$ cat src/hdl/mfq_pkg.sv
// Shared types, codes and sizes of the feedback queue scheduler.
package mfq_pkg;

  localparam int CMD_W   = 2;
  localparam int PID_W   = 5;
  localparam int OUTC_W  = 2;
  localparam int ACT_W   = 3;
  localparam int LVL_W   = 2;
  localparam int QNT_W   = 4;
  localparam int CFG_IX_W = 2;

  localparam int NUM_LEVELS        = 4;
  localparam int DEF_NUM_PROCESSES = 16;

  localparam logic [LVL_W-1:0] LAST_LEVEL = 2'd3;
  localparam logic [QNT_W-1:0] QNT_MAX    = 4'd15;

  localparam logic [QNT_W-1:0] QNT_RESET [NUM_LEVELS] = '{4'd1, 4'd2, 4'd4, 4'd8};

  // command codes
  localparam logic [CMD_W-1:0] CMD_ARRIVE  = 2'd0;
  localparam logic [CMD_W-1:0] CMD_UNBLOCK = 2'd1;
  localparam logic [CMD_W-1:0] CMD_REPORT  = 2'd2;

  // report outcome codes
  localparam logic [OUTC_W-1:0] OUTC_RAN      = 2'd0;
  localparam logic [OUTC_W-1:0] OUTC_FINISHED = 2'd1;
  localparam logic [OUTC_W-1:0] OUTC_BLOCKED  = 2'd2;

  // result status codes
  localparam logic RES_ACCEPTED = 1'b0;
  localparam logic RES_REJECTED = 1'b1;

  // result action codes
  localparam logic [ACT_W-1:0] ACT_NONE     = 3'd0;
  localparam logic [ACT_W-1:0] ACT_KEPT     = 3'd1;
  localparam logic [ACT_W-1:0] ACT_DEMOTED  = 3'd2;
  localparam logic [ACT_W-1:0] ACT_ROTATED  = 3'd3;
  localparam logic [ACT_W-1:0] ACT_REMOVED  = 3'd4;
  localparam logic [ACT_W-1:0] ACT_BLOCKED  = 3'd5;
  localparam logic [ACT_W-1:0] ACT_QUEUED   = 3'd6;

  typedef struct packed {
    logic load;
    logic exec;
    logic finish;
  } ctl_cmd_t;

  typedef struct packed {
    logic out_free;
  } dp_stat_t;

endpackage

$ cat src/hdl/mfq_if.sv
// Command and result channel interfaces of the feedback queue scheduler.
interface mfq_cmd_if import mfq_pkg::*; ();
  logic              valid;
  logic              ready;
  logic [CMD_W-1:0]  command;
  logic [PID_W-1:0]  process_id;
  logic [OUTC_W-1:0] outcome;

  modport source (output valid, command, process_id, outcome, input ready);
  modport sink   (input valid, command, process_id, outcome, output ready);
endinterface

interface mfq_res_if import mfq_pkg::*; ();
  logic             valid;
  logic             ready;
  logic             status;
  logic [ACT_W-1:0] action;
  logic [PID_W-1:0] next_process;
  logic [LVL_W-1:0] next_level;

  modport source (output valid, status, action, next_process, next_level, input ready);
  modport sink   (input valid, status, action, next_process, next_level, output ready);
endinterface

$ cat src/hdl/mfq_ctrl.sv
// Sequencer of the feedback queue scheduler: accept, update, deliver.
module mfq_ctrl import mfq_pkg::*; (
  input  logic     clk,
  input  logic     rst,
  input  logic     in_valid,
  output logic     in_ready,
  input  dp_stat_t stat,
  output ctl_cmd_t ctl
);

  typedef enum logic [2:0] {
    ST_IDLE = 3'b001,
    ST_EXEC = 3'b010,
    ST_FIN  = 3'b100
  } state_t;

  state_t state, state_next;

  assign in_ready   = (state == ST_IDLE);
  assign ctl.load   = in_ready && in_valid;
  assign ctl.exec   = (state == ST_EXEC);
  assign ctl.finish = (state == ST_FIN) && stat.out_free;

  always_comb begin
    state_next = state;
    case (state)
      ST_IDLE: begin
        if (ctl.load) state_next = ST_EXEC;
      end
      ST_EXEC: begin
        state_next = ST_FIN;
      end
      ST_FIN: begin
        if (stat.out_free) state_next = ST_IDLE;
      end
      default: begin
        state_next = ST_IDLE;
      end
    endcase
  end

  always_ff @(posedge clk) begin
    if (rst) begin
      state <= ST_IDLE;
    end else begin
      state <= state_next;
    end
  end

  a_load_exec: assert property (@(posedge clk) disable iff (rst) ctl.load |=> ctl.exec)
    else $error("accepted item not followed by update cycle");
  a_exec_fin: assert property (@(posedge clk) disable iff (rst) ctl.exec |=> state == ST_FIN)
    else $error("update cycle not followed by delivery");
  a_fin_hold: assert property (@(posedge clk) disable iff (rst)
      (state == ST_FIN && !stat.out_free) |=> (state == ST_FIN && !in_ready))
    else $error("result dropped while output register busy");

endmodule

$ cat src/hdl/mfq_dp.sv
// Queue memory, per-process state and result register of the scheduler.
module mfq_dp import mfq_pkg::*; #(
  parameter int NUM_PROCESSES = DEF_NUM_PROCESSES
) (
  input  logic                clk,
  input  logic                rst,
  input  logic                cfg_we,
  input  logic [CFG_IX_W-1:0] cfg_index,
  input  logic [QNT_W-1:0]    cfg_data,
  input  logic [CMD_W-1:0]    command,
  input  logic [PID_W-1:0]    process_id,
  input  logic [OUTC_W-1:0]   outcome,
  input  ctl_cmd_t            ctl,
  output dp_stat_t            stat,
  input  logic                out_ready,
  output logic                out_valid,
  output logic                status,
  output logic [ACT_W-1:0]    action,
  output logic [PID_W-1:0]    next_process,
  output logic [LVL_W-1:0]    next_level
);

  localparam int PW     = (NUM_PROCESSES > 1) ? $clog2(NUM_PROCESSES) : 1;
  localparam int SW     = PW + 1;
  localparam int CW     = $clog2(NUM_PROCESSES + 1);
  localparam int QAW    = LVL_W + PW;
  localparam int PDEPTH = 1 << PW;
  localparam int QDEPTH = NUM_LEVELS * PDEPTH;
  localparam logic [PW-1:0] LAST_IX  = PW'(NUM_PROCESSES - 1);
  localparam logic [CW-1:0] CNT_FULL = CW'(NUM_PROCESSES);
  localparam logic [SW-1:0] SLOT_N   = SW'(NUM_PROCESSES);

  // configuration
  logic [QNT_W-1:0] quantum [NUM_LEVELS];

  // queue store and per-process store
  logic [PID_W-1:0]       qmem [QDEPTH];
  logic [PID_W-1:0]       q_rd;
  logic [LVL_W+QNT_W-1:0] pmem [PDEPTH];
  logic [LVL_W+QNT_W-1:0] p_rd;

  // queue pointers and marks
  logic [PW-1:0]     head  [NUM_LEVELS];
  logic [CW-1:0]     count [NUM_LEVELS];
  logic [PDEPTH-1:0] active;
  logic [PDEPTH-1:0] blocked;

  // cached head of the highest non-empty level
  logic             cur_valid;
  logic [LVL_W-1:0] cur_level;
  logic [PID_W-1:0] cur_head;

  // latched item
  logic [CMD_W-1:0]  cmd_r;
  logic [PID_W-1:0]  pid_r;
  logic [OUTC_W-1:0] outcome_r;
  logic              pid_ok_r;
  logic [PW-1:0]     pid_ix_r;

  // update results held for delivery
  logic             status_r;
  logic [ACT_W-1:0] action_r;
  logic             nonempty_r;
  logic [LVL_W-1:0] lvn_r;
  logic             fwd_r;
  logic [PID_W-1:0] fwd_data_r;

  // accept-side decode
  logic          pid_ok_in;
  logic [31:0]   pid_m1;
  logic [31:0]   head_m1;
  logic [PW-1:0] pid_ix_in;
  logic [PW-1:0] head_ix;
  logic [PW-1:0] p_raddr;

  assign pid_ok_in = (process_id != '0) && (32'(process_id) <= NUM_PROCESSES);
  assign pid_m1    = 32'(process_id) - 32'd1;
  assign head_m1   = 32'(cur_head) - 32'd1;
  assign pid_ix_in = pid_m1[PW-1:0];
  assign head_ix   = head_m1[PW-1:0];
  assign p_raddr   = (command == CMD_REPORT) ? head_ix : pid_ix_in;

  // update-cycle logic
  logic [LVL_W-1:0]       p_level;
  logic [QNT_W-1:0]       p_quant;
  logic [QNT_W-1:0]       q_inc;
  logic [LVL_W-1:0]       dest;
  logic                   reached;
  logic                   do_pop;
  logic                   do_push;
  logic                   push_ok;
  logic [LVL_W-1:0]       push_lv;
  logic [PID_W-1:0]       push_data;
  logic [SW-1:0]          slot_sum;
  logic [SW-1:0]          slot_w;
  logic [PW-1:0]          slot;
  logic [PW-1:0]          head1 [NUM_LEVELS];
  logic [CW-1:0]          count1 [NUM_LEVELS];
  logic [PW-1:0]          head_next [NUM_LEVELS];
  logic [CW-1:0]          count_next [NUM_LEVELS];
  logic                   ex_status;
  logic [ACT_W-1:0]       ex_action;
  logic                   p_we;
  logic [LVL_W+QNT_W-1:0] p_wdata;
  logic [PW-1:0]          mark_ix;
  logic                   act_set, act_clr, blk_set, blk_clr;
  logic                   nonempty;
  logic [LVL_W-1:0]       lvn;
  logic [QAW-1:0]         push_addr;
  logic [QAW-1:0]         new_addr;
  logic                   fwd;

  assign p_level = p_rd[QNT_W +: LVL_W];
  assign p_quant = p_rd[QNT_W-1:0];
  assign q_inc   = (p_quant == QNT_MAX) ? p_quant : p_quant + QNT_W'(1);
  assign dest    = (cur_level == LAST_LEVEL) ? cur_level : cur_level + LVL_W'(1);
  assign reached = (q_inc >= quantum[cur_level]);
  assign mark_ix = (cmd_r == CMD_REPORT) ? head_ix : pid_ix_r;

  always_comb begin
    do_pop    = 1'b0;
    do_push   = 1'b0;
    push_lv   = '0;
    push_data = pid_r;
    ex_status = RES_REJECTED;
    ex_action = ACT_NONE;
    p_we      = 1'b0;
    p_wdata   = '0;
    act_set   = 1'b0;
    act_clr   = 1'b0;
    blk_set   = 1'b0;
    blk_clr   = 1'b0;

    // pop decision and push target
    case (cmd_r)
      CMD_ARRIVE: begin
        push_lv = '0;
      end
      CMD_UNBLOCK: begin
        push_lv = p_level;
      end
      CMD_REPORT: begin
        push_lv   = dest;
        push_data = cur_head;
        if (cur_valid) begin
          if (outcome_r == OUTC_FINISHED || outcome_r == OUTC_BLOCKED) do_pop = 1'b1;
          if (outcome_r == OUTC_RAN && reached) do_pop = 1'b1;
        end
      end
      default: begin
        push_lv = '0;
      end
    endcase

    // pointers after the pop
    for (int l = 0; l < NUM_LEVELS; l++) begin
      head1[l]  = head[l];
      count1[l] = count[l];
      if (do_pop && cur_level == LVL_W'(l)) begin
        head1[l]  = (head[l] == LAST_IX) ? '0 : head[l] + PW'(1);
        count1[l] = count[l] - CW'(1);
      end
    end

    push_ok  = (count1[push_lv] < CNT_FULL);
    slot_sum = SW'(head1[push_lv]) + SW'(count1[push_lv]);
    slot_w   = (slot_sum >= SLOT_N) ? slot_sum - SLOT_N : slot_sum;
    slot     = slot_w[PW-1:0];

    case (cmd_r)
      CMD_ARRIVE: begin
        if (pid_ok_r && !active[pid_ix_r] && push_ok) begin
          do_push   = 1'b1;
          p_we      = 1'b1;
          p_wdata   = '0;
          act_set   = 1'b1;
          blk_clr   = 1'b1;
          ex_status = RES_ACCEPTED;
          ex_action = ACT_QUEUED;
        end
      end
      CMD_UNBLOCK: begin
        if (pid_ok_r && active[pid_ix_r] && blocked[pid_ix_r] && push_ok) begin
          do_push   = 1'b1;
          blk_clr   = 1'b1;
          ex_status = RES_ACCEPTED;
          ex_action = ACT_QUEUED;
        end
      end
      CMD_REPORT: begin
        if (cur_valid) begin
          ex_status = RES_ACCEPTED;
          case (outcome_r)
            OUTC_FINISHED: begin
              p_we      = 1'b1;
              p_wdata   = {p_level, QNT_W'(0)};
              act_clr   = 1'b1;
              blk_clr   = 1'b1;
              ex_action = ACT_REMOVED;
            end
            OUTC_BLOCKED: begin
              p_we      = 1'b1;
              p_wdata   = {p_level, QNT_W'(0)};
              blk_set   = 1'b1;
              ex_action = ACT_BLOCKED;
            end
            OUTC_RAN: begin
              p_we = 1'b1;
              if (reached) begin
                do_push   = push_ok;
                p_wdata   = {dest, QNT_W'(0)};
                ex_action = (cur_level == LAST_LEVEL) ? ACT_ROTATED : ACT_DEMOTED;
              end else begin
                p_wdata   = {p_level, q_inc};
                ex_action = ACT_KEPT;
              end
            end
            default: begin
              ex_action = ACT_NONE;
            end
          endcase
        end
      end
      default: begin
        ex_status = RES_REJECTED;
      end
    endcase

    // pointers after the push
    for (int l = 0; l < NUM_LEVELS; l++) begin
      head_next[l]  = head1[l];
      count_next[l] = count1[l];
      if (do_push && push_lv == LVL_W'(l)) count_next[l] = count1[l] + CW'(1);
    end

    // highest non-empty level afterwards
    nonempty = 1'b0;
    lvn      = '0;
    for (int l = NUM_LEVELS - 1; l >= 0; l--) begin
      if (count_next[l] != '0) begin
        nonempty = 1'b1;
        lvn      = LVL_W'(l);
      end
    end

    push_addr = {push_lv, slot};
    new_addr  = {lvn, head_next[lvn]};
    fwd       = do_push && (push_addr == new_addr);
  end

  logic [PID_W-1:0] fin_head;
  assign fin_head      = fwd_r ? fwd_data_r : q_rd;
  assign stat.out_free = !out_valid || out_ready;

  // control state
  always_ff @(posedge clk) begin
    if (rst) begin
      for (int l = 0; l < NUM_LEVELS; l++) begin
        quantum[l] <= QNT_RESET[l];
        head[l]    <= '0;
        count[l]   <= '0;
      end
      active    <= '0;
      blocked   <= '0;
      cur_valid <= 1'b0;
      cur_level <= '0;
      cur_head  <= '0;
      out_valid <= 1'b0;
    end else begin
      if (cfg_we) quantum[cfg_index] <= cfg_data;
      if (ctl.exec) begin
        head  <= head_next;
        count <= count_next;
        if (act_set) active[mark_ix]  <= 1'b1;
        if (act_clr) active[mark_ix]  <= 1'b0;
        if (blk_set) blocked[mark_ix] <= 1'b1;
        if (blk_clr) blocked[mark_ix] <= 1'b0;
      end
      if (ctl.finish) begin
        cur_valid <= nonempty_r;
        cur_level <= lvn_r;
        cur_head  <= nonempty_r ? fin_head : '0;
        out_valid <= 1'b1;
      end else if (out_ready) begin
        out_valid <= 1'b0;
      end
    end
  end

  // payload and memories
  always_ff @(posedge clk) begin
    if (ctl.load) begin
      cmd_r     <= command;
      pid_r     <= process_id;
      outcome_r <= outcome;
      pid_ok_r  <= pid_ok_in;
      pid_ix_r  <= pid_ix_in;
      p_rd      <= pmem[p_raddr];
    end
    if (ctl.exec) begin
      if (do_push) qmem[push_addr] <= push_data;
      if (p_we) pmem[mark_ix] <= p_wdata;
      q_rd       <= qmem[new_addr];
      status_r   <= ex_status;
      action_r   <= ex_action;
      nonempty_r <= nonempty;
      lvn_r      <= lvn;
      fwd_r      <= fwd;
      fwd_data_r <= push_data;
    end
    if (ctl.finish) begin
      status       <= status_r;
      action       <= action_r;
      next_process <= nonempty_r ? fin_head : '0;
      next_level   <= nonempty_r ? lvn_r : '0;
    end
  end

  a_queued_match: assert property (@(posedge clk) disable iff (rst)
      $countones(active & ~blocked) ==
      (32'(count[0]) + 32'(count[1]) + 32'(count[2]) + 32'(count[3])))
    else $error("queued entries disagree with runnable processes");
  a_blocked_active: assert property (@(posedge clk) disable iff (rst)
      (blocked & ~active) == '0)
    else $error("blocked mark on inactive process");
  a_head_cache: assert property (@(posedge clk) disable iff (rst)
      ctl.finish |=> (cur_valid == (count[0] != '0 || count[1] != '0 ||
                                    count[2] != '0 || count[3] != '0)))
    else $error("cached head disagrees with level counts");

endmodule

$ cat src/hdl/multilevel_feedback_queue_scheduler.sv
// Top level of the four-level feedback queue scheduler.
//
// Four FIFO levels of process numbers (1 to NUM_PROCESSES), level 0 served
// first. Each command item (arrive, unblock, report) yields exactly one
// result item with status, action and the head that would run next. The
// accept edge reads the per-process store, an update cycle moves the queue
// pointers and writes the queue memory while it reads the new head, and a
// delivery cycle loads the result register. A waiting result holds the
// sequencer in delivery until taken. No clearing pass follows reset: data
// read from the queue store is used only from entries already written.
// Quantum registers are written through cfg_we, cfg_index and cfg_data;
// the user must write them only while no item is in flight, as the block
// itself does not enforce this.
module multilevel_feedback_queue_scheduler import mfq_pkg::*; #(
  parameter int NUM_PROCESSES = DEF_NUM_PROCESSES
) (
  input  logic                clk,
  input  logic                rst,
  input  logic                cfg_we,
  input  logic [CFG_IX_W-1:0] cfg_index,
  input  logic [QNT_W-1:0]    cfg_data,
  mfq_cmd_if.sink             cmd_ch,
  mfq_res_if.source           result_ch
);

  ctl_cmd_t ctl;
  dp_stat_t stat;
  logic     in_ready;

  // hand the command ready back to the source
  assign cmd_ch.ready = in_ready;

  mfq_ctrl u_ctrl (
    .clk      (clk),
    .rst      (rst),
    .in_valid (cmd_ch.valid),
    .in_ready (in_ready),
    .stat     (stat),
    .ctl      (ctl)
  );

  mfq_dp #(
    .NUM_PROCESSES (NUM_PROCESSES)
  ) u_dp (
    .clk          (clk),
    .rst          (rst),
    .cfg_we       (cfg_we),
    .cfg_index    (cfg_index),
    .cfg_data     (cfg_data),
    .command      (cmd_ch.command),
    .process_id   (cmd_ch.process_id),
    .outcome      (cmd_ch.outcome),
    .ctl          (ctl),
    .stat         (stat),
    .out_ready    (result_ch.ready),
    .out_valid    (result_ch.valid),
    .status       (result_ch.status),
    .action       (result_ch.action),
    .next_process (result_ch.next_process),
    .next_level   (result_ch.next_level)
  );

endmodule
$ cat src/flat_wrapper.sv
// flat-port wrapper written by rule: the top's interface ports become plain ports
module multilevel_feedback_queue_scheduler_flat import mfq_pkg::*;
#(
  parameter int NUM_PROCESSES = DEF_NUM_PROCESSES
)
  (clk, rst, cfg_we, cfg_index, cfg_data, cmd_ch_valid, cmd_ch_command, cmd_ch_process_id, cmd_ch_outcome, cmd_ch_ready, result_ch_valid, result_ch_status, result_ch_action, result_ch_next_process, result_ch_next_level, result_ch_ready);
  mfq_cmd_if cmd_ch_i ();
  mfq_res_if result_ch_i ();
  input  logic clk;
  input  logic rst;
  input  logic cfg_we;
  input  logic [CFG_IX_W-1:0] cfg_index;
  input  logic [QNT_W-1:0] cfg_data;
  input wire logic [$bits(cmd_ch_i.valid)-1:0] cmd_ch_valid;
  input wire logic [$bits(cmd_ch_i.command)-1:0] cmd_ch_command;
  input wire logic [$bits(cmd_ch_i.process_id)-1:0] cmd_ch_process_id;
  input wire logic [$bits(cmd_ch_i.outcome)-1:0] cmd_ch_outcome;
  output wire logic [$bits(cmd_ch_i.ready)-1:0] cmd_ch_ready;
  output wire logic [$bits(result_ch_i.valid)-1:0] result_ch_valid;
  output wire logic [$bits(result_ch_i.status)-1:0] result_ch_status;
  output wire logic [$bits(result_ch_i.action)-1:0] result_ch_action;
  output wire logic [$bits(result_ch_i.next_process)-1:0] result_ch_next_process;
  output wire logic [$bits(result_ch_i.next_level)-1:0] result_ch_next_level;
  input wire logic [$bits(result_ch_i.ready)-1:0] result_ch_ready;
  assign cmd_ch_i.valid = cmd_ch_valid;
  assign cmd_ch_i.command = cmd_ch_command;
  assign cmd_ch_i.process_id = cmd_ch_process_id;
  assign cmd_ch_i.outcome = cmd_ch_outcome;
  assign cmd_ch_ready = cmd_ch_i.ready;
  assign result_ch_valid = result_ch_i.valid;
  assign result_ch_status = result_ch_i.status;
  assign result_ch_action = result_ch_i.action;
  assign result_ch_next_process = result_ch_i.next_process;
  assign result_ch_next_level = result_ch_i.next_level;
  assign result_ch_i.ready = result_ch_ready;
  multilevel_feedback_queue_scheduler #(.NUM_PROCESSES(NUM_PROCESSES)) u_core (.clk(clk), .rst(rst), .cfg_we(cfg_we), .cfg_index(cfg_index), .cfg_data(cfg_data), .cmd_ch(cmd_ch_i), .result_ch(result_ch_i));
endmodule
$ cat config.mk
export PLATFORM = sky130hd
export DESIGN_NAME = multilevel_feedback_queue_scheduler_flat
export DESIGN_NICKNAME = d
export VERILOG_FILES = /design/src/hdl/mfq_pkg.sv /design/src/hdl/mfq_if.sv /design/src/hdl/mfq_ctrl.sv /design/src/hdl/mfq_dp.sv /design/src/hdl/multilevel_feedback_queue_scheduler.sv /design/src/flat_wrapper.sv
export SDC_FILE = /design/constraint.sdc
export NUM_CORES = 1
export LEC_CHECK = 0
export BUFFER_PORTS_ARGS = -buffer_cell sky130_fd_sc_hd__clkbuf_2
export CAP_MARGIN = 20
export CORE_MARGIN = 10
export CORE_UTILIZATION = 45
export CTS_BUF_LIST = sky130_fd_sc_hd__clkbuf_8
export CTS_CLUSTER_DIAMETER = 80
export DETAILED_ROUTE_END_ITERATION = 16
export PLACE_DENSITY = 0.72
export SYNTH_ARGS = -nofsm -noshare
export SYNTH_HDL_FRONTEND = slang
export SYNTH_HIERARCHICAL = 1
export SYNTH_SLANG_ARGS = --single-unit
$ cat constraint.sdc
create_clock -name clk -period 6.2 [get_ports clk]
set_clock_uncertainty 0.15 [all_clocks]
set_input_delay 0.93 -clock clk [delete_from_list [all_inputs] [get_ports clk]]
set_output_delay 0.93 -clock clk [all_outputs]
set_load 0.01 [all_outputs]
==> summary.md <==
| Metric | Value |
|---|---|
| Fin nets | `2260` |
| CP required | `between 6 and 7 ns` |
| Leading cell type in the layout, fill and taps excluded | `edfxtp_1` |
| Register bit count reported by yosys | `between 500 and 600` |
| Initial antenna violation count | `0` |
| Net Sw Power | `about 1.9 mW` |
| Worst R2R End | `u_core/u_dp/q_rd[4]` |
| WHS | `0.259 ns` |
| Register area share after synthesis | `a little over three fifths` |
| Antenna viol nets, final | `0` |
| Initial Utilization | `between 40% and 50%` |
| Crit path launch type | `flop` |
| Total GRT Usage | `a little under a fifth` |
| P&R area growth vs syn | `16.7%` |
| Slew @ Worst Pin | `1.05 ns` |
| Crit Reg-Reg Startpoint | `u_core/u_dp/p_rd[0]` |
| Internal power | `slightly above 6 mW` |
| Post-Synthesis Cells | `between 2000 and 2500` |
| Worst EP arrival | `between 6 and 7 ns` |
| GPL Wtd Cong | `0.940` |
| Top delay family on crit path | `compound AO/OA/AOI/OAI gates` |
| Fill cell total of the finished layout | `4506` |
| Clock share of power | `between 30% and 40%` |
| First-pass GRT wire length | `~100 mm` |
| DRC Markers | `0` |
| Hold WC Path Type | `reg2reg` |
| Finished Core Util | `53.0%` |
| Full die area | `0.0668 mm²` |
| Worst skew pair latency | `roughly 0.70 ns` |
| Seq. cell area | `roughly 0.016 mm²` |
| Cell variety after synth | `between 80 and 90` |
| Cell Pwr Density | `approximately 270 mW/mm²` |
| Clock tree sinks | `563` |
| Post-synth EDFFs | `481` |
| Lkg Pwr | `10.3 nW` |
| Count of final max-slew check failures | `0` |
| Standard-cell rows | `87` |
| Peak Freq | `between 0.15 and 0.2 GHz` |
| CP bufs+invs | `7` |
| Largest net degree at the start of global routing | `87` |
| Maximum vdd drop | `around 0.16 mV` |
| Top_reg_cell synth | `edfxtp_1` |
| Comb pwr share | `under 10%` |
| Synthesized Nets | `between 2000 and 2500` |
| Vias in the first global route | `between 15000 and 20000` |
| Warnings from Yosys | `6` |
| Crit-path slowest cell | `edfxtp_1` |
| Cell mode on critical path | `buf_4` |
| Synthesized area per cell | `around 12 µm²` |
| Synth Cell Area | `approximately 0.026 mm²` |
| Worst Setup EP | `u_core/u_dp/q_rd[4]` |
| Post-DP HPWL | `43.3 mm` |
| Footprint of the multi-input gates | `0.00927 mm²` |
| DR vias/cell | `5.87` |
| Max_cap viols | `0` |
| Crit. Startpoint | `u_core/u_dp/p_rd[0]` |
| Clk root buf | `clkbuf_8` |
| Reg clk slew, reported paths | `roughly 0.060 ns` |
| Final setup violation count | `0` |
| Seq pwr share | `around 53%` |
| GR met3 Demand/Resource | `4.10%` |
| H-tree depth | `3` |
| Async S/R FF share, synth | `0%` |
| Crit-path max cell delay | `0.40 ns` |
| Die X-Extent | `roughly 260 µm` |
| Routed length per instance | `between 20 and 25 µm` |
| Ratio of cells with drive above 1 in the final layout | `19.9%` |
| Total CTS buffers | `90` |
| Pre-Repair DR Iteration Count | `8` |
| Routed wire length | `66.2 mm` |
| Crit Path Class | `reg2reg` |
| TNS Setup | `0 ns` |
| Reg2reg setup slack | `~0.10 ns` |
| Most frequent cells in the layout | `481 x edfxtp_1, 283 x nand2_1, 173 x nor2_1` |
| Initial DRC Count | `2060` |
| Clock Path Buffers | `3` |
| GRT busiest layer | `met2` |
| Overflow after GRT | `0` |
| RSZ-0062 raised after global routing | `yes` |
| Die height | `approximately 260 µm` |
| R2R cell count | `28` |
| Status | `completed` |
| Fin crit share | `98.3%` |
| Net Sw Frac | `about a quarter` |
| GR Util met2 | `30.9%` |
| GRT met1 Usage | `about a quarter` |
| Hold Crit Start | `u_core/u_dp/status_r` |
| Number of top-level pins | `33` |
| Vias | `about 18000` |
| Stages on the worst setup path | `28` |
| TritonCTS clock tree | `yes` |
| Slew HR | `slightly below 30%` |
| Hold_buf cts | `0` |
| Port Buffers | `32` |
| Crit path max fanout | `8` |
| Crit path capture type | `flop` |
| Core ar. | `between 0.05 and 0.06 mm²` |
| Final hold vios | `0` |
| Post-layout min period | `between 6 and 7 ns` |
==> layout make-up <==
type | count | area share, %
Sequential cell | 563 | 53.9
Multi-Input combinational cell | 1320 | 31.1
Timing Repair Buffer | 178 | 5.10
Clock buffer | 93 | 4.29
Tap cell | 756 | 3.17
Clock inverter | 71 | 1.74
Inverter | 56 | 0.713
Antenna cell | 1 | 0.00839
==> worst reg2reg max path, delay by kind of cell (launching register included) <==
kind,cells,cell delay (ns)
AO/OA/AOI/OAI,10,2.05
AND/OR/NAND/NOR,7,1.30
flip-flops,1,0.40
adder cells (fa/ha/maj),2,0.55
buffers and inverters,7,1.07
multiplexers,2,0.48
==> cell families after synthesis <==
family	synth area share [%]
buffers and inverters	2.86
adders and majority gates	1.55
xor gates and xnor gates	1.95
and+or+nand+nor	13.1
DFF	62.9
AOI/OAI and AO/OA	9.23
muxes	8.38
==> what timing repair did <==
| action | CTS | global route |
|---|---|---|
| endpoints found under the setup margin | 5 | 10 |
| setup buffers | 0 | 20 |
| gates cloned | 0 | 5 |
| resized for setup | 15 | 93 |
| pin swaps | 0 | 23 |
| hold endpoints to repair | 0 | 0 |
==> routing by layer <==
metal	wire length (µm)	vias up
met5	0	-
met4	1990	0
met3	6180	160
met2	31700	919
met1	26400	8717
li1	-	8051
==> synthesized netlist by cell type (21+ instances only) <==
cell type,number,area [µm²]
a211oi_1,52,390
a21oi_1,62,310
a32o_1,22,220
buf_2,27,135
clkbuf_1,56,210
dfxtp_1,82,1640
edfxtp_1,481,14400
ha_1,30,375
inv_1,55,206
mux2_2,32,360
mux2i_1,100,1000
mux4_2,34,766
nand2_1,286,1070
nand2b_1,21,131
nand3_1,85,425
nand4_1,26,163
nor2_1,176,661
nor3_1,40,200
o21ai_0,42,210
xnor2_1,35,307
xor2_1,22,193
==> power by group through the flow <==
stage | Combinational [mW] | Sequential [mW] | Clock [mW]
CTS | 0.539 | 4.17 | 3.22
floorplan | 0.343 | 4.24 | 0
detailed placement | 0.534 | 4.25 | 0
global placement | 0.523 | 4.24 | 0
finish | 0.589 | 4.17 | 3.16
global route | 0.631 | 4.17 | 3.41
==> worst min path at each step <==
stage               cells past startpoint               endpoint
floorplan                               0  u_core/u_dp/action[0]
global placement                        0     u_core/u_dp/status
detailed placement                      0  u_core/u_dp/action[0]
CTS                                     0     u_core/u_dp/status
global route                            0     u_core/u_dp/status
finish                                  0     u_core/u_dp/status
==> state kept, by name, indices dropped and copies added (netlist names), 2 cells and up, named ones only <==
register / flops
u_core/u_dp/active: 16
u_core/u_ctrl/state: 3
u_core/u_dp/qmem: 320
u_core/u_dp/action: 3
u_core/u_dp/p_rd: 6
u_core/u_dp/count: 20
u_core/u_dp/cmd_r: 2
u_core/u_dp/pid_r: 5
u_core/u_dp/lvn_r: 2
u_core/u_dp/outcome_r: 2
u_core/u_dp/head: 16
u_core/u_dp/cur_level: 2
u_core/u_dp/action_r: 3
u_core/u_dp/quantum: 16
u_core/u_dp/cur_head: 5
u_core/u_dp/next_level: 2
u_core/u_dp/pid_ix_r: 4
u_core/u_dp/fwd_data_r: 5
u_core/u_dp/next_process: 5
u_core/u_dp/q_rd: 5
u_core/u_dp/pmem: 96
==> metrics by stage <==
stage          cells  power [mW]  cell area (µm²)  setup slack (ns)
3_3_place_gp    2843        4.77            27200           -0.0329
2_1_floorplan   2050        4.58            25600           0.00151
5_1_grt         3037        8.21            29800            -0.182
6_report        3038        7.92            29800             0.105
4_1_cts         3007        7.93            29100           0.00432
3_5_place_dp    2844        4.78            27200            -0.284
Note: power is estimated with default switching activity, not from simulation.
